<file path="src/rtl/sph_pkg.sv">
// Shared constants, codes and control types of the substitution pair histogram unit.
`default_nettype none

package sph_pkg;

    // Default sizes of the count store
    localparam int NUM_CLASSES_DEF  = 16;
    localparam int NUM_RESIDUES_DEF = 22;
    localparam int COUNT_WIDTH_DEF  = 32;

    // Constraint slots carried per column and the most that may be compared
    localparam int SLOT_COUNT      = 4;
    localparam int MAX_CONSTRAINTS = 4;
    localparam int ACTIVE_LIMIT    = (MAX_CONSTRAINTS < SLOT_COUNT) ? MAX_CONSTRAINTS
                                                                    : SLOT_COUNT;

    // Beat widths
    localparam int IN_TDATA_W  = 104;
    localparam int IN_TUSER_W  = 2;
    localparam int OUT_TDATA_W = 64;
    localparam int OUT_TUSER_W = 3;
    localparam int CFG_W       = 3;

    // Action codes
    localparam logic [1:0] ACT_COUNT = 2'd0;
    localparam logic [1:0] ACT_READ  = 2'd1;
    localparam logic [1:0] ACT_CLEAR = 2'd2;

    // Outcome codes
    localparam logic [2:0] OC_GAP        = 3'd0;
    localparam logic [2:0] OC_CONSTRAINT = 3'd1;
    localparam logic [2:0] OC_NO_CLASS   = 3'd2;
    localparam logic [2:0] OC_ONE        = 3'd3;
    localparam logic [2:0] OC_BOTH       = 3'd4;
    localparam logic [2:0] OC_DONE       = 3'd5;

    // Address select for the counter store
    localparam logic [1:0] SEL_FIRST  = 2'd0;
    localparam logic [1:0] SEL_SECOND = 2'd1;
    localparam logic [1:0] SEL_READ   = 2'd2;

    typedef struct packed {
        logic       capture;   // register the incoming beat
        logic       rd;        // read cell and class total at the selected address
        logic       wr;        // write back the incremented values
        logic [1:0] sel;       // address select
        logic       clr_step;  // zero one entry of the sweep
        logic       load_out;  // load the result register
    } t_cmd;

    typedef struct packed {
        logic [1:0] action;
        logic       do_first;
        logic       do_second;
        logic       sweep_last;
        logic       out_free;
    } t_sts;

endpackage

`default_nettype wire

</file>
<file path="src/rtl/sph_ctrl.sv">
// Controller state machine of the substitution pair histogram unit.
`default_nettype none

module sph_ctrl (
    input  wire           i_clk,
    input  wire           i_rst_n,
    input  wire           i_in_valid,
    output logic          o_in_ready,
    input  wire sph_pkg::t_sts i_sts,
    output sph_pkg::t_cmd o_cmd
);

    localparam logic [2:0] S_CLEAR = 3'd0;
    localparam logic [2:0] S_IDLE  = 3'd1;
    localparam logic [2:0] S_DISP  = 3'd2;
    localparam logic [2:0] S_WR1   = 3'd3;
    localparam logic [2:0] S_RD2   = 3'd4;
    localparam logic [2:0] S_WR2   = 3'd5;
    localparam logic [2:0] S_FIN   = 3'd6;

    logic [2:0] r_state;
    logic [2:0] n_state;
    logic       r_report;
    logic       n_report;

    always_ff @(posedge i_clk) begin
        if (!i_rst_n) begin
            r_state  <= S_CLEAR;
            r_report <= 1'b0;
        end else begin
            r_state  <= n_state;
            r_report <= n_report;
        end
    end

    always_comb begin
        n_state  = r_state;
        n_report = r_report;
        o_cmd    = '0;
        case (r_state)
            S_CLEAR: begin
                o_cmd.clr_step = 1'b1;
                if (i_sts.sweep_last) begin
                    n_report = 1'b0;
                    n_state  = r_report ? S_FIN : S_IDLE;
                end
            end
            S_IDLE: begin
                if (i_in_valid) begin
                    o_cmd.capture = 1'b1;
                    n_state       = S_DISP;
                end
            end
            S_DISP: begin
                case (i_sts.action)
                    sph_pkg::ACT_COUNT: begin
                        if (i_sts.do_first) begin
                            o_cmd.rd  = 1'b1;
                            o_cmd.sel = sph_pkg::SEL_FIRST;
                            n_state   = S_WR1;
                        end else begin
                            n_state = S_FIN;
                        end
                    end
                    sph_pkg::ACT_READ: begin
                        o_cmd.rd  = 1'b1;
                        o_cmd.sel = sph_pkg::SEL_READ;
                        n_state   = S_FIN;
                    end
                    sph_pkg::ACT_CLEAR: begin
                        n_report = 1'b1;
                        n_state  = S_CLEAR;
                    end
                    default: begin
                        n_state = S_FIN;
                    end
                endcase
            end
            S_WR1: begin
                o_cmd.wr  = 1'b1;
                o_cmd.sel = sph_pkg::SEL_FIRST;
                n_state   = i_sts.do_second ? S_RD2 : S_FIN;
            end
            S_RD2: begin
                o_cmd.rd  = 1'b1;
                o_cmd.sel = sph_pkg::SEL_SECOND;
                n_state   = S_WR2;
            end
            S_WR2: begin
                o_cmd.wr  = 1'b1;
                o_cmd.sel = sph_pkg::SEL_SECOND;
                n_state   = S_FIN;
            end
            S_FIN: begin
                if (i_sts.out_free) begin
                    o_cmd.load_out = 1'b1;
                    n_state        = S_IDLE;
                end
            end
            default: begin
                n_state = S_IDLE;
            end
        endcase
    end

    assign o_in_ready = (r_state == S_IDLE);

endmodule

`default_nettype wire

</file>
<file path="config.mk">
export PLATFORM = sky130hd
export DESIGN_NAME = sph_ctrl
export DESIGN_NICKNAME = d
export VERILOG_FILES = /design/src/rtl/sph_pkg.sv /design/src/rtl/sph_ctrl.sv
export SDC_FILE = /design/constraint.sdc
export NUM_CORES = 1
export LEC_CHECK = 0
export BUFFER_PORTS_ARGS = -buffer_cell sky130_fd_sc_hd__buf_2
export CORE_AREA = 2 2 39 41
export DETAILED_ROUTE_END_ITERATION = 10
export DIE_AREA = 0 0 41 43
export GPL_TIMING_DRIVEN = 0
export REMOVE_ABC_BUFFERS = 1
export SETUP_SLACK_MARGIN = 0.1
export SYNTH_ARGS = -nofsm -noshare
export SYNTH_HDL_FRONTEND = slang
export SYNTH_SLANG_ARGS = --single-unit
</file>
<file path="constraint.sdc">
create_clock -name i_clk -period 2.4 [get_ports i_clk]
set_input_delay 0.12 -clock i_clk [delete_from_list [all_inputs] [get_ports i_clk]]
set_output_delay 0.12 -clock i_clk [all_outputs]
set_load 0.03 [all_outputs]
</file>
# Word level (Yosys, flattened, before mapping)
# Index checks and enable logic that the tools add are counted.
# totals
latch_bits	0
n_memories	0
reg_bits	4
mem_bits_rw	0
out_inout_bits	8
romBits	0
inputBits	9
# op_classes
n_reduce_logical	7
n_addsub	0
bitwise	0
magnitude_cmp	0
mul	0
eq_ne	12
shift	0
n_div	0
mux	22
# ops
op	n
$pmux W3 S7	1
$mux W3	5
$eq A3 B3 Y1 const B	3
$mux W1	9
$eq A3 B2 Y1 const B	2
$ne A2 B2 Y1 const B	3
$pmux W1 S2	3
$pmux W3 S2	1
$reduce_and A3 Y1	2
$mux W2	2
$pmux W2 S2	1
$reduce_or A2 Y1	2
$eq A3 B1 Y1 const B	1
$logic_not A3 Y1	1
$eq A2 B1 Y1 const B	1
$eq A2 B2 Y1 const B	1
$logic_not A2 Y1	1
$ne A2 B1 Y1 const B	1
$reduce_bool A2 Y1	1

# Longest topological paths before layout
# depth
word_depth	3
depth_mapped	5
mapped_depth_nobuf	4

# Worst setup path after synthesis
# No wires, ideal clock.
# synth_path
path_kind	register -> output
startpoint	reg r_state[0]
endpoint	out o_cmd[3] in the netlist's numbering
path_stages_with_launch	3
slack_ns	0.720
t_arrival_ns	1.560
required_time_ns	2.280
path_cell_list	dfxtp_1 -> buf_4 -> nor4b_1
# synth_rtl
element	line_no	text
from (decl)	sph_ctrl.sv:21	logic [2:0] r_state;
from (signal assigned)	sph_ctrl.sv:31	r_state <= n_state;
to (decl)	sph_ctrl.sv:10	output sph_pkg::t_cmd o_cmd

==> metrics.txt <==
clock buffer depth 2; Worst Path Required 2.28 ns; Die Wd 41 um; Resized Gates After CTS 0; crit-path max FO 13; Lkg Pwr 0.2125 nW; hpwl dp 674 um; Post-CTS Hold Buffers 0; critical path class reg -> out; Cell variety after synth 24; initial antenna violation count 0; period utilisation layout 0.7097; ant diodes 0; Initial Util 0.2631; ratio of cells with drive above 1 in the final layout 0.3030; io pins 17; Layout Nets 77; final setup vio count 0; Sink Count 4; most frequent cells in the layout buf_2 (16), a21oi_1 (6), nor2_1 (5); Yosys reg bits 4; Die Y around 43 um; Layout Cell Area excl Fill 466.7 um2; via count 423; Synth top area share 0.2199; gpl congestion roughly 0.65; largest net degree at the start of global routing 14; Reg2Reg Setup Slack between 0.8 and 0.9 ns; row cnt 14; post-route ant nets 0; Via density 5.159; total die area about 1800 um2; drt first pass iters 4; Syn. warnings 0; Tot GR Track Use 0.1055; most common cell after layout, fill and taps aside buf_2; pre-CTS WS 0.8638 ns; clock-pin slew on the worst setup and hold paths 0.04 ns; met1 GRT Util 0.1323; Hold Crit Class in -> reg; final hold vios 0; postcts setup bufs 0; PwrDens 731.9 nW/um2; maximum vdd ir drop ~290 uV; register area share after synthesis 0.2199; vias in the first global route 330; Slew HR 0.6731; Port Buf Inserts 16; drt initial violations 10; met3 Use GR 0.04712; largest cells by area after synthesis dfxtp_1 (22%), a21oi_1 (8.2%), a2111oi_4 (7.6%); worst clock skew 0.004787 ns; H-tree levels 1; critical path capture point type output port; Clock Latency Late Sink 0.23 ns; Pins Over Slew Limit 0; max frequency 0.5871 GHz; Synth area leader dfxtp_1; Layout Utilization 0.3373; met2 GRT Util 0.1625; root buf cell clkbuf_4; CTS Buf Count 3; DRC 0; CTS tree yes; CP startpoint kind flop; total power about 0.00034 W; final setup margin 0.6967 ns; data arrival time of the worst path between 1.5 and 2 ns; core footprint 1384 um2; Post-Synthesis Cells 50; Syn Std Cell Area between 300 and 400 um2; GR peak layer met2; P&R area growth vs syn 28.18%; global-route wire length before repair ~1.3 mm; wire per inst around 11 um; worst slew pin tran 0.4896 ns; placed cell area about 440 um2; outcome finished clean; final WL 882 um; final setup TNS 0 ns; total grt overflow 0; Syn Area/Cell 7.282 um2; maxcap violations 0; RSZ-0062 raised after global routing false; fin crit period between 1.5 and 2 ns
==> layer usage <==
| metal | wire [um] | share of wire | up-vias |
|---|---|---|---|
| li1 | - | - | 213 |
| met5 | 0 | 0 | - |
| met1 | 439 | 0.50 | 184 |
| met2 | 354 | 0.40 | 26 |
| met4 | 0 | 0 | 0 |
| met3 | 88 | 0.10 | 0 |
==> logic make-up after synthesis <==
family | count (synthesis) | share of synthesized area
and+or+nand+nor | 23 | 0.3437
AOI/OAI and AO/OA | 16 | 0.3403
buffers and inverters | 7 | 0.09618
DFF | 4 | 0.2199
==> layout make-up <==
class / count / area, um2
timing repair buffer: 16 / 80.08
multi-input combinational: 39 / 249.0
clock buffer: 3 / 22.52
inverter: 4 / 15.01
fill: 162 / 917.1
tap: 16 / 20.02
sequential: 4 / 80.08
==> stage by stage <==
step | std cells | hold slack (ns)
after global placement | 79 | 0.3884
after floorplan | 47 | 0.2417
after detailed placement | 79 | 0.3929
final | 82 | 0.1620
after CTS | 82 | 0.1541
after global routing | 82 | 0.1606
==> synthesized netlist by cell type <==
master and instances:
nor2_1 5, and2_1 1, o21ai_1 2, nor3_1 3, or2_1 1, o22ai_1 1, a31oi_1 1, a22o_1 1
a2bb2oi_1 1, nand4b_1 1, a2111oi_4 1, buf_2 1, inv_1 4, nor4b_1 1, a21oi_1 6, nand2b_1 3
and3_1 1, o31a_1 1, dfxtp_1 4, nor3b_1 2, o2bb2ai_1 2, nand2_1 4, nor2b_1 1, buf_4 2
==> worst max-delay path: stages (launching register included) <==
cell,delay (ns)
dfxtp_1,0.61
nand2b_1,0.23
nor4b_1,0.27
buf_2,0.24
==> power by group <==
part           internal, W  leakage [nW]  switching (W)
clock network    0.0000556        0.0138      0.0000237
registers        0.0000762        0.0327      0.0000332
logic            0.0000607         0.166      0.0000922
==> final timing paths <==
| check | start | endpoint | cells past startpoint |
|---|---|---|---|
| setup / recovery | r_state[1] | o_cmd[3] | 3 |
| hold / removal | i_rst_n | r_report | 2 |
| setup reg to reg | r_state[0] | r_state[1] | 4 |
| hold reg to reg | r_report | r_report | 2 |
==> sequential cells by signal (all words and copies together) (netlist names) <==
register	flops
r_state	3
r_report	1
No activity file was read; power rests on OpenSTA's default activity.
